<file path="src/clt_pkg.sv">
package clt_pkg;

  localparam int unsigned POSITION_BITS_DEF = 16;
  localparam int unsigned OUT_BITS          = 16;
  localparam int unsigned QUEUE_DEPTH       = 4;

  localparam logic [7:0] CHAR_NUL   = 8'h00;
  localparam logic [7:0] CHAR_SPACE = 8'h20;
  localparam logic [7:0] CHAR_QUOTE = 8'h22;
  localparam logic [7:0] CHAR_EQUAL = 8'h3d;
  localparam logic [7:0] CHAR_TAB   = 8'h09;
  localparam logic [7:0] CHAR_CR    = 8'h0d;

  typedef enum logic [2:0] {
    KIND_LITERAL  = 3'd0,
    KIND_STRING   = 3'd1,
    KIND_NUMBER   = 3'd2,
    KIND_BOOL     = 3'd3,
    KIND_EQUAL    = 3'd4,
    KIND_END      = 3'd5,
    KIND_INVALID  = 3'd6,
    KIND_UNCLOSED = 3'd7
  } token_kind_e;

  typedef struct packed {
    token_kind_e           kind;
    logic                  bval;
    logic [OUT_BITS-1:0]   start;
    logic [OUT_BITS-1:0]   len;
  } token_t;

  // One queue entry: every token that one character gave rise to.
  typedef struct packed {
    token_t tok0;
    token_t tok1;
    logic   two;
  } pair_t;

  typedef struct packed {
    logic full;
    logic empty;
  } q_status_t;

  function automatic logic is_digit(input logic [7:0] c);
    return (c >= 8'h30) && (c <= 8'h39);
  endfunction

  function automatic logic is_lower(input logic [7:0] c);
    return (c >= 8'h61) && (c <= 8'h7a);
  endfunction

  function automatic logic is_white(input logic [7:0] c);
    return (c == CHAR_SPACE) || ((c >= CHAR_TAB) && (c <= CHAR_CR));
  endfunction

  function automatic logic [7:0] true_char(input logic [1:0] idx);
    logic [7:0] ch;
    case (idx)
      2'd0:    ch = 8'h74; // t
      2'd1:    ch = 8'h72; // r
      2'd2:    ch = 8'h75; // u
      default: ch = 8'h65; // e
    endcase
    return ch;
  endfunction

  function automatic logic [7:0] false_char(input logic [2:0] idx);
    logic [7:0] ch;
    case (idx)
      3'd0:    ch = 8'h66; // f
      3'd1:    ch = 8'h61; // a
      3'd2:    ch = 8'h6c; // l
      3'd3:    ch = 8'h73; // s
      3'd4:    ch = 8'h65; // e
      default: ch = CHAR_NUL;
    endcase
    return ch;
  endfunction

  function automatic token_t mk_tok(input token_kind_e kind, input logic bval,
                                    input logic [OUT_BITS-1:0] start,
                                    input logic [OUT_BITS-1:0] len);
    token_t t;
    t.kind  = kind;
    t.bval  = bval;
    t.start = start;
    t.len   = len;
    return t;
  endfunction

endpackage

</file>
<file path="src/clt_if.sv">
interface clt_chr_if ();
  logic       valid;
  logic       ready;
  logic [7:0] character;
  logic       end_of_text;

  modport source (output valid, output character, output end_of_text, input ready);
  modport sink   (input valid, input character, input end_of_text, output ready);
endinterface

interface clt_tok_if import clt_pkg::*; ();
  logic                valid;
  logic                ready;
  logic [2:0]          token_kind;
  logic                bool_value;
  logic [OUT_BITS-1:0] token_start;
  logic [OUT_BITS-1:0] token_length;
  logic                last_of_run;

  modport source (output valid, output token_kind, output bool_value, output token_start,
                  output token_length, output last_of_run, input ready);
  modport sink   (input valid, input token_kind, input bool_value, input token_start,
                  input token_length, input last_of_run, output ready);
endinterface

</file>
<file path="src/clt_front.sv">
module clt_front import clt_pkg::*; #(
  parameter int unsigned POSITION_BITS = POSITION_BITS_DEF
) (
  input  logic          clk_i,
  input  logic          rst_ni,
  clt_chr_if.sink       chr_i,
  input  q_status_t     q_status_i,
  output logic          push_o,
  output pair_t         pair_o
);

  localparam int unsigned PB = POSITION_BITS;

  localparam logic [1:0] MODE_IDLE    = 2'd0;
  localparam logic [1:0] MODE_STRING  = 2'd1;
  localparam logic [1:0] MODE_NUMBER  = 2'd2;
  localparam logic [1:0] MODE_LITERAL = 2'd3;

  logic [1:0]    mode_q, mode_d;
  logic [PB-1:0] pos_q, pos_d;
  logic [PB-1:0] start_q, start_d;
  logic [PB-1:0] len_q, len_d;
  logic          t_alive_q, t_alive_d;
  logic          f_alive_q, f_alive_d;

  logic          at_end;
  logic          term;
  logic          accept;
  logic          prim_has, idle_has, do_idle;
  token_t        prim_tok, idle_tok;
  logic [7:0]    c;
  logic [2:0]    f_idx;

  function automatic logic [PB-1:0] sat_inc(input logic [PB-1:0] v);
    return (v == '1) ? v : v + 1'b1;
  endfunction

  // Clamp a position to the width of the result fields.
  function automatic logic [OUT_BITS-1:0] to_out(input logic [PB-1:0] v);
    logic [PB+OUT_BITS-1:0] ext;
    ext = {{OUT_BITS{1'b0}}, v};
    return (ext[PB+OUT_BITS-1:OUT_BITS] != '0) ? '1 : ext[OUT_BITS-1:0];
  endfunction

  assign c      = chr_i.character;
  assign at_end = chr_i.end_of_text || (c == CHAR_NUL);
  assign term   = at_end || is_white(c);
  assign f_idx  = (len_q < PB'(5)) ? len_q[2:0] : 3'd0;

  always_comb begin
    mode_d    = mode_q;
    pos_d     = pos_q;
    start_d   = start_q;
    len_d     = len_q;
    t_alive_d = t_alive_q;
    f_alive_d = f_alive_q;
    prim_has  = 1'b0;
    prim_tok  = '0;
    do_idle   = 1'b0;
    idle_has  = 1'b0;
    idle_tok  = '0;

    case (mode_q)
      MODE_STRING: begin
        if (at_end) begin
          prim_has = 1'b1;
          prim_tok = mk_tok(KIND_UNCLOSED, 1'b0, to_out(start_q), to_out(len_q));
          do_idle  = 1'b1;
        end else if (c == CHAR_QUOTE) begin
          prim_has = 1'b1;
          prim_tok = mk_tok(KIND_STRING, 1'b0, to_out(start_q), to_out(len_q));
          mode_d   = MODE_IDLE;
          pos_d    = sat_inc(pos_q);
        end else begin
          len_d = sat_inc(len_q);
          pos_d = sat_inc(pos_q);
        end
      end
      MODE_NUMBER: begin
        if (!at_end && is_digit(c)) begin
          len_d = sat_inc(len_q);
          pos_d = sat_inc(pos_q);
        end else begin
          prim_has = 1'b1;
          prim_tok = mk_tok(KIND_NUMBER, 1'b0, to_out(start_q), to_out(len_q));
          do_idle  = 1'b1;
        end
      end
      MODE_LITERAL: begin
        if (!at_end && (is_lower(c) || is_digit(c))) begin
          t_alive_d = t_alive_q && (len_q < PB'(4)) && (c == true_char(len_q[1:0]));
          f_alive_d = f_alive_q && (len_q < PB'(5)) && (c == false_char(f_idx));
          len_d     = sat_inc(len_q);
          pos_d     = sat_inc(pos_q);
        end else begin
          prim_has = 1'b1;
          if (term && t_alive_q && (len_q == PB'(4))) begin
            prim_tok = mk_tok(KIND_BOOL, 1'b1, to_out(start_q), to_out(len_q));
          end else if (term && f_alive_q && (len_q == PB'(5))) begin
            prim_tok = mk_tok(KIND_BOOL, 1'b0, to_out(start_q), to_out(len_q));
          end else begin
            prim_tok = mk_tok(KIND_LITERAL, 1'b0, to_out(start_q), to_out(len_q));
          end
          t_alive_d = 1'b0;
          f_alive_d = 1'b0;
          do_idle   = 1'b1;
        end
      end
      default: do_idle = 1'b1;
    endcase

    // Handle the character as if no run were open; runs after any closing token.
    if (do_idle) begin
      mode_d = MODE_IDLE;
      if (at_end) begin
        idle_has  = 1'b1;
        idle_tok  = mk_tok(KIND_END, 1'b0, to_out(pos_q), '0);
        pos_d     = '0;
        start_d   = '0;
        len_d     = '0;
        t_alive_d = 1'b0;
        f_alive_d = 1'b0;
      end else begin
        if (c == CHAR_SPACE) begin
          // skip
        end else if (c == CHAR_EQUAL) begin
          idle_has = 1'b1;
          idle_tok = mk_tok(KIND_EQUAL, 1'b0, to_out(pos_q), OUT_BITS'(1));
        end else if (c == CHAR_QUOTE) begin
          mode_d  = MODE_STRING;
          start_d = sat_inc(pos_q);
          len_d   = '0;
        end else if (is_digit(c)) begin
          mode_d  = MODE_NUMBER;
          start_d = pos_q;
          len_d   = PB'(1);
        end else if (is_lower(c)) begin
          mode_d    = MODE_LITERAL;
          start_d   = pos_q;
          len_d     = PB'(1);
          t_alive_d = (c == true_char(2'd0));
          f_alive_d = (c == false_char(3'd0));
        end else begin
          idle_has = 1'b1;
          idle_tok = mk_tok(KIND_INVALID, 1'b0, to_out(pos_q), OUT_BITS'(1));
        end
        pos_d = sat_inc(pos_q);
      end
    end
  end

  always_comb begin
    pair_o = '0;
    if (prim_has) begin
      pair_o.tok0 = prim_tok;
      pair_o.tok1 = idle_tok;
      pair_o.two  = idle_has;
    end else begin
      pair_o.tok0 = idle_tok;
    end
  end

  assign chr_i.ready = !q_status_i.full;
  assign accept      = chr_i.valid && chr_i.ready;
  assign push_o      = accept && (prim_has || idle_has);

  always_ff @(posedge clk_i or negedge rst_ni) begin
    if (!rst_ni) begin
      mode_q    <= MODE_IDLE;
      pos_q     <= '0;
      start_q   <= '0;
      len_q     <= '0;
      t_alive_q <= 1'b0;
      f_alive_q <= 1'b0;
    end else if (accept) begin
      mode_q    <= mode_d;
      pos_q     <= pos_d;
      start_q   <= start_d;
      len_q     <= len_d;
      t_alive_q <= t_alive_d;
      f_alive_q <= f_alive_d;
    end
  end

endmodule

</file>
<file path="src/clt_queue.sv">
module clt_queue import clt_pkg::*; (
  input  logic      clk_i,
  input  logic      rst_ni,
  input  logic      push_i,
  input  pair_t     pair_i,
  input  logic      pop_i,
  output pair_t     head_o,
  output q_status_t status_o
);

  localparam int unsigned PTR_BITS = $clog2(QUEUE_DEPTH);

  pair_t               mem_q [QUEUE_DEPTH];
  logic [PTR_BITS-1:0] wr_ptr_q, rd_ptr_q;
  logic [PTR_BITS:0]   count_q;

  assign head_o         = mem_q[rd_ptr_q];
  assign status_o.full  = (count_q == (PTR_BITS+1)'(QUEUE_DEPTH));
  assign status_o.empty = (count_q == '0);

  always_ff @(posedge clk_i) begin
    if (push_i) begin
      mem_q[wr_ptr_q] <= pair_i;
    end
  end

  always_ff @(posedge clk_i or negedge rst_ni) begin
    if (!rst_ni) begin
      wr_ptr_q <= '0;
      rd_ptr_q <= '0;
      count_q  <= '0;
    end else begin
      if (push_i) begin
        wr_ptr_q <= wr_ptr_q + 1'b1;
      end
      if (pop_i) begin
        rd_ptr_q <= rd_ptr_q + 1'b1;
      end
      case ({push_i, pop_i})
        2'b10:   count_q <= count_q + 1'b1;
        2'b01:   count_q <= count_q - 1'b1;
        default: count_q <= count_q;
      endcase
    end
  end

endmodule

</file>
<file path="src/clt_back.sv">
module clt_back import clt_pkg::*; (
  input  logic      clk_i,
  input  logic      rst_ni,
  input  pair_t     head_i,
  input  q_status_t q_status_i,
  output logic      pop_o,
  clt_tok_if.source tok_o
);

  logic   idx_q;
  logic   last;
  logic   fire;
  token_t cur;

  assign cur  = idx_q ? head_i.tok1 : head_i.tok0;
  assign last = idx_q || !head_i.two;

  assign tok_o.valid        = !q_status_i.empty;
  assign tok_o.token_kind   = cur.kind;
  assign tok_o.bool_value   = cur.bval;
  assign tok_o.token_start  = cur.start;
  assign tok_o.token_length = cur.len;
  assign tok_o.last_of_run  = last;

  assign fire  = tok_o.valid && tok_o.ready;
  assign pop_o = fire && last;

  // Step through the entry one token per beat; drop it after its last one.
  always_ff @(posedge clk_i or negedge rst_ni) begin
    if (!rst_ni) begin
      idx_q <= 1'b0;
    end else if (fire) begin
      idx_q <= !last;
    end
  end

endmodule

</file>
<file path="src/command_line_tokenizer.sv">
// Channel | Dir | Beat payload
// chr_i   | in  | character[7:0], end_of_text
// tok_o   | out | token_kind[2:0], bool_value, token_start[15:0], token_length[15:0],
//         |     | last_of_run
//
// One character is taken per cycle unless the queue is full; the scanner updates
// its run state in that cycle. A character yields up to two tokens, queued as one
// entry and sent one per beat. The four-entry queue absorbs output stalls;
// chr_i.ready falls only when the queue is full.
// Reset (rst_ni low, asynchronous) empties the queue and rearms the scanner.
module command_line_tokenizer import clt_pkg::*; #(
  parameter int unsigned POSITION_BITS = POSITION_BITS_DEF
) (
  input  logic      clk_i,
  input  logic      rst_ni,
  clt_chr_if.sink   chr_i,
  clt_tok_if.source tok_o
);

  logic      push;
  logic      pop;
  pair_t     push_pair;
  pair_t     head;
  q_status_t q_status;

  clt_front #(
    .POSITION_BITS(POSITION_BITS)
  ) u_front (
    .clk_i      (clk_i),
    .rst_ni     (rst_ni),
    .chr_i      (chr_i),
    .q_status_i (q_status),
    .push_o     (push),
    .pair_o     (push_pair)
  );

  clt_queue u_queue (
    .clk_i    (clk_i),
    .rst_ni   (rst_ni),
    .push_i   (push),
    .pair_i   (push_pair),
    .pop_i    (pop),
    .head_o   (head),
    .status_o (q_status)
  );

  clt_back u_back (
    .clk_i      (clk_i),
    .rst_ni     (rst_ni),
    .head_i     (head),
    .q_status_i (q_status),
    .pop_o      (pop),
    .tok_o      (tok_o)
  );

endmodule

</file>
<file path="src/flat_wrapper.sv">
// flat-port wrapper written by rule: the top's interface ports become plain ports
module command_line_tokenizer_flat import clt_pkg::*;
#(
  parameter int unsigned POSITION_BITS = POSITION_BITS_DEF
)
  (clk_i, rst_ni, chr_i_valid, chr_i_character, chr_i_end_of_text, chr_i_ready, tok_o_valid, tok_o_token_kind, tok_o_bool_value, tok_o_token_start, tok_o_token_length, tok_o_last_of_run, tok_o_ready);
  clt_chr_if chr_i_i ();
  clt_tok_if tok_o_i ();
  input  logic clk_i;
  input  logic rst_ni;
  input wire logic [$bits(chr_i_i.valid)-1:0] chr_i_valid;
  input wire logic [$bits(chr_i_i.character)-1:0] chr_i_character;
  input wire logic [$bits(chr_i_i.end_of_text)-1:0] chr_i_end_of_text;
  output wire logic [$bits(chr_i_i.ready)-1:0] chr_i_ready;
  output wire logic [$bits(tok_o_i.valid)-1:0] tok_o_valid;
  output wire logic [$bits(tok_o_i.token_kind)-1:0] tok_o_token_kind;
  output wire logic [$bits(tok_o_i.bool_value)-1:0] tok_o_bool_value;
  output wire logic [$bits(tok_o_i.token_start)-1:0] tok_o_token_start;
  output wire logic [$bits(tok_o_i.token_length)-1:0] tok_o_token_length;
  output wire logic [$bits(tok_o_i.last_of_run)-1:0] tok_o_last_of_run;
  input wire logic [$bits(tok_o_i.ready)-1:0] tok_o_ready;
  assign chr_i_i.valid = chr_i_valid;
  assign chr_i_i.character = chr_i_character;
  assign chr_i_i.end_of_text = chr_i_end_of_text;
  assign chr_i_ready = chr_i_i.ready;
  assign tok_o_valid = tok_o_i.valid;
  assign tok_o_token_kind = tok_o_i.token_kind;
  assign tok_o_bool_value = tok_o_i.bool_value;
  assign tok_o_token_start = tok_o_i.token_start;
  assign tok_o_token_length = tok_o_i.token_length;
  assign tok_o_last_of_run = tok_o_i.last_of_run;
  assign tok_o_i.ready = tok_o_ready;
  command_line_tokenizer #(.POSITION_BITS(POSITION_BITS)) u_core (.clk_i(clk_i), .rst_ni(rst_ni), .chr_i(chr_i_i), .tok_o(tok_o_i));
endmodule
</file>
<file path="config.mk">
export PLATFORM = sky130hd
export DESIGN_NAME = command_line_tokenizer_flat
export DESIGN_NICKNAME = d
export VERILOG_FILES = /design/src/clt_pkg.sv /design/src/clt_if.sv /design/src/clt_front.sv /design/src/clt_queue.sv /design/src/clt_back.sv /design/src/command_line_tokenizer.sv /design/src/flat_wrapper.sv
export SDC_FILE = /design/constraint.sdc
export NUM_CORES = 1
export LEC_CHECK = 0
export ABC_AREA = 1
export BUFFER_PORTS_ARGS = -buffer_cell sky130_fd_sc_hd__buf_2
export CAP_MARGIN = 10
export CORE_MARGIN = 2
export CORE_UTILIZATION = 60
export CTS_CLUSTER_DIAMETER = 80
export DETAILED_ROUTE_END_ITERATION = 7
export PLACE_DENSITY = 0.78
export SYNTH_ARGS = -nofsm -noshare
export SYNTH_HDL_FRONTEND = slang
export SYNTH_SLANG_ARGS = --single-unit
</file>
<file path="constraint.sdc">
create_clock -name clk_i -period 5.25 [get_ports clk_i]
set_input_delay 0.525 -clock clk_i [delete_from_list [all_inputs] [get_ports clk_i]]
set_output_delay 0.525 -clock clk_i [all_outputs]
set_load 0.005 [all_outputs]
</file>
After elaboration in Yosys (flattened, before gate mapping)
Memory sizes are Yosys's and may differ from the RTL's.
Cells that the tools add are included.
{"block": "totals", "register_bits": 60, "ramBits": 292, "inputBits": 13, "out_inout_bits": 39, "wordCells": 189, "memories": 1}
{"block": "op_classes", "n_addsub": 6, "n_lt_le_gt_ge": 8, "n_eq_ne": 29, "muxes": 95, "reduce_logical": 40}
{"memory": "u_core.u_queue.mem_q", "depth": 4, "width": 73, "read_ports": 1, "rd_ports_with_merged_regs": 0, "wr": 1, "line": "clt_queue.sv:13", "text": "pair_t mem_q [QUEUE_DEPTH];"}
{"operator": "$mux 16", "n": 24}
{"operator": "$mux 36", "n": 10}
{"operator": "$mux 35", "n": 4}
{"operator": "$pmux 36 s3", "n": 1}
{"operator": "$pmux 16 s3", "n": 2}
{"operator": "$mux 37", "n": 1}
{"operator": "$pmux 7 s5", "n": 1}
{"operator": "$mux 34", "n": 1}
{"operator": "$add 16x1->16 const B", "n": 2}
{"operator": "$eq 16x16->1 const B", "n": 2}
{"operator": "$eq 16x3->1 const B", "n": 2}
{"operator": "$lt 16x3->1 const B", "n": 2}
{"operator": "$mux 1", "n": 32}
{"operator": "$mux 8", "n": 4}
{"operator": "$eq 8x6->1 const B", "n": 3}
{"operator": "$mux 2", "n": 10}
{"operator": "$logic_and 1x1->1", "n": 17}
{"operator": "$eq 8x7->1 const B", "n": 2}
{"operator": "$eq 8x8->1", "n": 2}
{"operator": "$pmux 5 s3", "n": 1}
{"operator": "$reduce_and 5->1", "n": 2}
{"operator": "$ne 3x3->1 const B", "n": 3}
{"operator": "$eq 2x2->1 const B", "n": 4}
{"operator": "$ge 8x4->1 const B", "n": 1}
{"operator": "other kinds (25)", "n": 45}

Logic depth before layout (Yosys ltp)
Gate-level depths: netlist of run 1.
{"block": "depth", "ltp_word": 17, "mapped_depth": 20, "depth_no_buf": 19}

Hierarchy
From an unflattened synthesis of run 1, not the netlist that was laid out.
{"block": "hier_totals", "cells_unflattened": 1768, "hier_area_um2": 17460.5}
{"module": "clt_queue", "instances": 1, "cells_per_inst": 901, "area_each_um2": 12106.6, "seq_area_each_um2": 8943.6}
{"module": "clt_front", "instances": 1, "cells_per_inst": 739, "area_each_um2": 4819.6, "seq_area_each_um2": 1301.2}
{"module": "clt_back", "instances": 1, "cells_per_inst": 128, "area_each_um2": 534.3, "seq_area_each_um2": 25.0}

Worst setup path after synthesis of run 1
OpenSTA, ideal clock, no wires.
{"block": "synth_timing", "path_type": "input to register", "start": "input port chr_i_character[1]", "end": "memory u_core.u_queue.mem_q[0][0] (netlist name), enable pin", "setup_ns": 0.472, "arrival_time_ns": 4.184, "t_required_ns": 4.778, "setup_slack_ns": 0.593, "path_stages": 15, "path_buffers": 2, "path_cell_list": "buf_4 > nor2_2 > nand2_2 > inv_2 > a21oi_2 > buf_6 > nand2_4 > inv_2 > nor2_2 > inv_2 > nand2_2 > nand2_1 > inv_2 > o21ai_4 > nor2_1"}
{"block": "synth_via", "elab_chain_cells": 13, "word_cells_on_any_way": 33, "classes_between": "order compare (4); eq/ne (3); mux (16); reduce/logical (10)"}
{"item": "from (decl)", "line": "flat_wrapper.sv:12", "text": "input wire logic [$bits(chr_i_i.character)-1:0] chr_i_character;"}
{"item": "$ge 8x7->1 / $le 8x7->1 (equally long branches)", "line": "clt_pkg.sv:49", "text": "return (c >= 8'h61) && (c <= 8'h7a);"}
{"item": "$logic_and 1x1->1", "line": "clt_pkg.sv:49"}
{"item": "$mux 1", "line": "clt_front.sv:137", "text": "end else if (is_lower(c)) begin"}
{"item": "$mux 1", "line": "clt_front.sv:133", "text": "end else if (is_digit(c)) begin"}
{"item": "$mux 1", "line": "clt_front.sv:129", "text": "end else if (c == CHAR_QUOTE) begin"}
{"item": "$mux 1", "line": "clt_front.sv:126", "text": "end else if (c == CHAR_EQUAL) begin"}
{"item": "$mux 1", "line": "clt_front.sv:124", "text": "if (c == CHAR_SPACE) begin"}
{"item": "$mux 1", "line": "clt_front.sv:115", "text": "if (at_end) begin"}
{"item": "$mux 1", "line": "clt_front.sv:113", "text": "if (do_idle) begin"}
{"item": "$logic_or 1x1->1 *", "line": "clt_front.sv:165", "text": "assign push_o = accept && (prim_has || idle_has);"}
{"item": "$logic_and 1x1->1 *", "line": "clt_front.sv:165"}
{"item": "$mux 1 *", "line": "clt_queue.sv:22", "text": "if (push_i) begin"}
{"item": "$mux 1 (not written as such) *", "line": "clt_queue.sv:23", "text": "mem_q[wr_ptr_q] <= pair_i;"}
{"item": "to (decl)", "line": "clt_queue.sv:13"}
Mark *: on every way between the ends. The rest lies on a longest branch, timed or not.

Worst setup path in the final report of run 1
{"block": "layout_timing", "start": "register u_core.u_front.mode_q[1]", "end": "memory u_core.u_queue.mem_q[1][61] (netlist name), enable pin"}
{"block": "layout_via", "elab_chain_cells": 7, "word_cells_on_any_way": 10, "classes_between": "eq/ne (3); mux (5); reduce/logical (2)"}
{"item": "from (decl)", "line": "clt_front.sv:19", "text": "logic [1:0] mode_q, mode_d;"}
{"item": "from (signal assigned)", "line": "clt_front.sv:176", "text": "mode_q <= mode_d;"}
{"item": "$eq 2x2->1 / $eq 2x1->1 (equally long branches)", "line": "clt_front.sv:63", "text": "case (mode_q)"}
{"item": "$pmux 1 s3", "line": "clt_front.sv:63"}
{"item": "$mux 1", "line": "clt_front.sv:113"}
{"item": "$logic_or 1x1->1 *", "line": "clt_front.sv:165"}
{"item": "$logic_and 1x1->1 *", "line": "clt_front.sv:165"}
{"item": "$mux 1 *", "line": "clt_queue.sv:22"}
{"item": "$mux 1 (not written as such) *", "line": "clt_queue.sv:23"}
Marked as above.

==> results.json, run 1 <==
{
  "status": "completed",
  "synth_top_cell_area_share_pct": 49.9,
  "syn_inst": 1435,
  "die_w_um": 155,
  "wl_mm": 32.8,
  "grt_max_degree": 96,
  "crit_end": "u_core.u_queue.mem_q[1][61]$_DFFE_PP_",
  "clk_path_buf_depth": 3,
  "fin_skew_ns": 0.0112,
  "io_pins": 52,
  "yosysUniqueCellTypes": 45,
  "fin_cells": 1764,
  "dieArea_sq_um": 24100,
  "initial_core_util_pct": 60.8,
  "grt_overflow": 0,
  "antenna_left": 0,
  "final_area_sq_um": 15100,
  "grt_pass1_wl_mm": 52.3,
  "crit_start": "u_core.u_front.mode_q[1]$_DFFE_PN0P_",
  "cp-start-kind": "flop",
  "final.setup.tns_ns": 0,
  "postCtsSetupBuffers": 0,
  "antenna_found_initial": 0,
  "rr_endpoint": "u_core.u_queue.mem_q[1][61]$_DFFE_PP_",
  "drive_above_1_share_pct": 9.40,
  "async_reset_ff_share_pct": 20.8,
  "power_leakage_nw": 5.77,
  "fin_crit_ns": 3.87,
  "grt_pass1_vias": 10000,
  "critPathBufInv": 4,
  "cp_num_cells": 9,
  "avgViaCountPerCell": 5.93,
  "cp_max_fo": 35,
  "dpl_cell_area_sq_um": 14100,
  "ctsResizeCount": 0,
  "cts_tree": "done",
  "r2r_slack_ns": 1.38,
  "die_h_um": 155,
  "synth_area_leaders": "edfxtp_1 (50%), dfrtp_1 (11%), nor2_1 (8.6%), o21ai_0 (6.6%), nand2_1 (5.4%)",
  "yosysMostFrequentCell": "nor2_1",
  "slew_violations": 0,
  "whs_ns": 0.130,
  "hold_buffers": 0,
  "path_cells": "inv_1, ha_1, clkinv_1, nand4_4, nand2_2, inv_2, o21ai_4, nor2_4, buf_4",
  "path_clk_slew_ns": 0.06,
  "arrival_ns": 4.05,
  "rows": 55,
  "synth_area_sq_um": 13700,
  "drc": 0,
  "numPortBuffers": 51,
  "ys_seq_area_share_pct": 60.9,
  "cts-root-buf": "clkbuf_16",
  "ys.flop_type": "edfxtp_1",
  "reg2reg_depth": 9,
  "hold_viol": 0,
  "final_nets": 1487,
  "drt_iter0_markers": 1142,
  "synth_enable_flop_cells": 228,
  "power_density_nw_per_um2": 552,
  "place_congestion": 0.905,
  "max-vdd-ir-drop_uv": 603,
  "hold_path.class": "input port to async pin",
  "crit_path_max_incr_delay_ns": 0.60,
  "worstSetupEndpointType": "flop",
  "area_growth_pct": 9.94,
  "clk_latency_ns": 0.54,
  "rsz0062_at_grt": "false",
  "coreArea_sq_um": 22600,
  "avgSynthCellArea_sq_um": 9.56,
  "fmax_ghz": 0.259,
  "cts-buffers-inserted": 28,
  "setup_violations": 0,
  "synth_common_cells": "nor2_1 (313), edfxtp_1 (228), nand2_1 (199)",
  "placedCellCount": 1713,
  "period_share_pct": 73.6,
  "multi_input_area_sq_um": 4620,
  "diodes": 0,
  "relSlewSlack_pct": 33.8,
  "crit_type": "flop to flop",
  "cap_violations": 0,
  "track_usage_pct": 27.4,
  "clkSinkCount": 288,
  "syn_nets": 1464,
  "wl_per_cell_um": 18.6,
  "tightestPinTransition_ns": 0.993,
  "via_count": 10500,
  "worst_path_max_delay_cell": "nor2_4",
  "cp.required_ns": 5.43,
  "synth_top_area_cell": "edfxtp_1",
  "r2r-start": "u_core.u_front.mode_q[1]$_DFFE_PN0P_",
  "cpLargestDelayFamily": "buffers and inverters",
  "drt-pass1-iter-count": 6,
  "htreeDepth": 1,
  "seqCellArea_sq_um": 8350,
  "synth-seq-cells": 288,
  "dp_hpwl_mm": 21.1,
  "n_fill_cell": 1727,
  "ys_warn_count": 0
}
[worst register-to-register path, delay by kind of cell, from the launching register on]
kind	cells	cell delay (ns)
AO/OA/AOI/OAI	1	0.16
adder cells (fa/ha/maj)	1	0.40
buffers and inverters	4	1.35
flip-flops	1	0.40
AND/OR/NAND/NOR	3	1.18
[worst min-delay path by stage]
stage / start / to / slack [ns] / cells after the start
6_report: rst_ni / u_core.u_front.pos_q[4]$_DFFE_PN0P_ / 0.13 / 2
5_1_grt: rst_ni / u_core.u_front.pos_q[9]$_DFFE_PN0P_ / 0.21 / 2
4_1_cts: rst_ni / u_core.u_front.pos_q[5]$_DFFE_PN0P_ / 0.17 / 2
3_5_place_dp: u_core.u_queue.count_q[0]$_DFFE_PN0P_ / u_core.u_queue.count_q[0]$_DFFE_PN0P_ / 0.46 / 1
3_3_place_gp: u_core.u_queue.count_q[0]$_DFFE_PN0P_ / u_core.u_queue.count_q[0]$_DFFE_PN0P_ / 0.46 / 1
2_1_floorplan: rst_ni / u_core.u_back.idx_q$_DFFE_PN0P_ / 0.23 / 0
[where the power goes]
part / switching, mW / leakage [nW] / internal (mW) / total, mW
Combinational: 2.09 / 2.44 / 0.867 / 2.96
Clock: 0.835 / 0.459 / 1.24 / 2.07
Sequential: 0.247 / 2.87 / 3.06 / 3.30
[per-layer routing]
metal,global-route usage [%],up-vias,share of wire [%]
met5,0,-,0
li1,-,4963,-
met3,3.15,62,7.7
met2,43.3,438,46
met1,40.7,4992,44
met4,7.86,0,2.4
[area by class of cell]
type,instances,area share (%)
Sequential cell,288,55.4
Multi-Input combinational cell,956,30.6
Clock buffer,38,5.17
Inverter,122,3.04
Tap cell,285,2.36
Timing Repair Buffer,62,2.24
Clock inverter,13,1.15
[cell families (layout without fill, tap and decap cells)]
family / Yosys count / count (layout) / share of synthesized area [%]
buf+inv: 191 / 235 / 5.66
simple gates: 606 / 606 / 18.1
compound gates: 321 / 321 / 13.0
fa+ha+maj: 16 / 16 / 1.51
flops: 288 / 288 / 60.9
xor+xnor: 13 / 13 / 0.830
[stage by stage]
stage               setup WS [ns]  util [%]  power (mW)
finish                       1.38      66.8        8.33
global placement             1.25      62.6        6.16
detailed placement           1.17      62.6        6.25
CTS                          1.43      66.8        8.32
floorplan                   0.593         -        5.30
global route                 1.19      66.8        8.80
[flip-flops by register name, summed over array words and instances, names as in the netlist]
name and cells:
u_core.u_back.idx_q 1, u_core.u_front.f_alive_q 1, u_core.u_front.len_q 16, u_core.u_front.mode_q 2, u_core.u_front.pos_q 16, u_core.u_front.start_q 16
u_core.u_front.t_alive_q 1, u_core.u_queue.count_q 3, u_core.u_queue.mem_q 228, u_core.u_queue.rd_ptr_q 2, u_core.u_queue.wr_ptr_q 2
[cell usage in the layout (no fill, tap or decap), types with 23 or more instances in the layout]
master / Yosys / final
dfrtp_1: 60 / 58
nand3_1: 42 / 42
inv_1: 110 / 108
edfxtp_1: 228 / 228
a31oi_1: 23 / 23
a21oi_1: 54 / 54
clkbuf_16: 0 / 29
buf_2: 8 / 51
nor2_1: 313 / 309
o21ai_0: 180 / 180
o22ai_1: 27 / 27
nand2_1: 199 / 199
(Power assumes the default switching activity.)
==> run 2, diff against run 1 <==
- clock period: 5.25 -> 3.6 ns (I/O delays scaled with it)
==> run 2 against run 1 <==
Routed wire length is 2.0% lower. Power grew 45%. Utilization is 0.53 points higher. Critical endpoint is now tok_o_token_length[0]. Highest routed layer unchanged.
==> results.json, run 2 (synthesis results as in run 1) <==
{
  "status": "completed",
  "cpLargestDelayFamily": "flip-flops",
  "track_usage_pct": 26.9,
  "largest_register_ffs": 228,
  "cap_violations": 0,
  "drc": 0,
  "place_congestion": 0.899,
  "grt_pass1_wl_mm": 51.3,
  "layout_common_cells": "nor2_1 (309), edfxtp_1 (228), nand2_1 (199)",
  "cts-root-buf": "clkbuf_16",
  "coreArea_sq_um": 22600,
  "avgViaCountPerCell": 5.84,
  "arrival_ns": 2.94,
  "cp_max_fo": 59,
  "path_cells": "buf_4, o21ai_0, o22ai_1, nor2_1, a31oi_1, buf_2",
  "final_nets": 1505,
  "dp_hpwl_mm": 21.2,
  "ctsResizeCount": 0,
  "hold_path.class": "input port to flop",
  "power_density_nw_per_um2": 796,
  "cp.required_ns": 3.24,
  "final.setup.tns_ns": 0,
  "seqCellArea_sq_um": 8350,
  "crit_type": "flop to primary output",
  "cts-buffers-inserted": 28,
  "grt_max_degree": 64,
  "die_h_um": 155,
  "drive_above_1_share_pct": 10.8,
  "cp-start-kind": "flop",
  "min-delay-start": "tok_o_ready",
  "whs_ns": 0.146,
  "drt-pass1-iter-count": 5,
  "cts_tree": "done",
  "n_fill_cell": 1713,
  "setup_violations": 0,
  "clk_path_buf_depth": 3,
  "fin_crit_ns": 3.30,
  "r2r-start": "u_core.u_queue.rd_ptr_q[0]$_DFFE_PN0P_",
  "antenna_found_initial": 0,
  "crit_start": "u_core.u_queue.rd_ptr_q[0]$_DFFE_PN0P_",
  "final_area_sq_um": 15200,
  "dieArea_sq_um": 24100,
  "rsz0062_at_grt": "false",
  "final_common_cell": "nor2_1",
  "initial_core_util_pct": 60.8,
  "numPortBuffers": 51,
  "drt_iter0_markers": 1147,
  "relSlewSlack_pct": 45.4,
  "slew_violations": 0,
  "via_count": 10400,
  "power_leakage_nw": 5.86,
  "top_register": "u_core.u_queue.mem_q",
  "worstSetupEndpointType": "primary output",
  "rows": 55,
  "path_clk_slew_ns": 0.07,
  "wl_per_cell_um": 18.0,
  "dpl_cell_area_sq_um": 14300,
  "crit_path_max_incr_delay_ns": 0.85,
  "antenna_left": 0,
  "critPathBufInv": 2,
  "postCtsSetupBuffers": 0,
  "fmax_ghz": 0.303,
  "wl_mm": 32.2,
  "clk_latency_ns": 0.54,
  "worst_path_max_delay_cell": "dfrtp_4",
  "fin_skew_ns": 0.0160,
  "io_pins": 52,
  "hold_viol": 0,
  "max-vdd-ir-drop_uv": 441,
  "area_growth_pct": 10.8,
  "clkSinkCount": 288,
  "period_share_pct": 91.8,
  "hold_buffers": 1,
  "diodes": 0,
  "htreeDepth": 1,
  "die_w_um": 155,
  "grt_pass1_vias": 9970,
  "tightestPinTransition_ns": 0.810,
  "multi_input_area_sq_um": 4620,
  "grt_overflow": 0
}
run 2: changes by cell type in the layout (fill, tap and decap cells not counted):
cell,delta
inv_6,+1
buf_4,+16
bufinv_16,-1
clkinv_2,+7
clkbuf_16,-1
dlygate4sd3_1,+1
buf_12,+1
clkbuf_1,-5
clkinv_4,+2
clkinvlp_4,-1
clkinv_8,+1
clkbuf_8,-2
run 2: worst register-to-register path, stage by stage (launching register included):
cell and delay [ns]:
dfrtp_4 0.85, inv_2 0.13, o21ai_0 0.19, o22ai_1 0.09, nand2_1 0.16, nand2_1 0.11
inv_1 0.13, ha_1 0.20, inv_1 0.09, fa_1 0.38, a21oi_1 0.14, o21ai_0 0.11
xor2_1 0.16
run 2: final cells by class:
type | count | share of cell area, %
Sequential cell | 288 | 55.0
Clock inverter | 22 | 1.40
Tap cell | 285 | 2.35
Multi-Input combinational cell | 956 | 30.4
Clock buffer | 30 | 4.66
Inverter | 122 | 3.01
Timing Repair Buffer | 80 | 3.21
run 2: final timing paths:
check	slack, ns	endpoint	depth (start not counted)
max	0.30	tok_o_token_length[0]	6
min	0.15	u_core.u_back.idx_q$_DFFE_PN0P_	3
max reg2reg	0.74	u_core.u_queue.count_q[2]$_DFFE_PN0P_	12
min reg2reg	0.47	u_core.u_queue.count_q[0]$_DFFE_PN0P_	1
max in group asynchronous	2.33	u_core.u_front.len_q[14]$_DFFE_PN0P_	3
min in group asynchronous	0.38	u_core.u_front.pos_q[5]$_DFFE_PN0P_	2
run 2: power breakdown:
group | total, mW | switching (mW) | leakage [nW] | internal [mW]
clock network | 2.88 | 1.22 | 0.459 | 1.65
registers | 4.87 | 0.422 | 2.87 | 4.45
logic | 4.35 | 2.99 | 2.53 | 1.36
total | 12.1 | 4.64 | 5.86 | 7.46
run 2: per-layer routing:
metal | GRT usage [%] | vias up | part of all wire [%]
li1 | - | 4998 | -
met1 | 39.7 | 4899 | 44
met2 | 43.5 | 467 | 47
met3 | 3.34 | 50 | 8.0
met4 | 6.25 | 0 | 1.5
met5 | 0 | - | 0
run 2: per-stage QoR:
step	setup slack [ns]	utilization, %	total power [mW]	cells
2_1_floorplan	-0.926	-	7.73	1435
3_3_place_gp	0.465	63.2	9.07	1730
3_5_place_dp	0.452	63.2	9.22	1730
4_1_cts	0.329	67.3	12.1	1783
5_1_grt	0.148	67.3	12.8	1783
6_report	0.296	67.3	12.1	1783
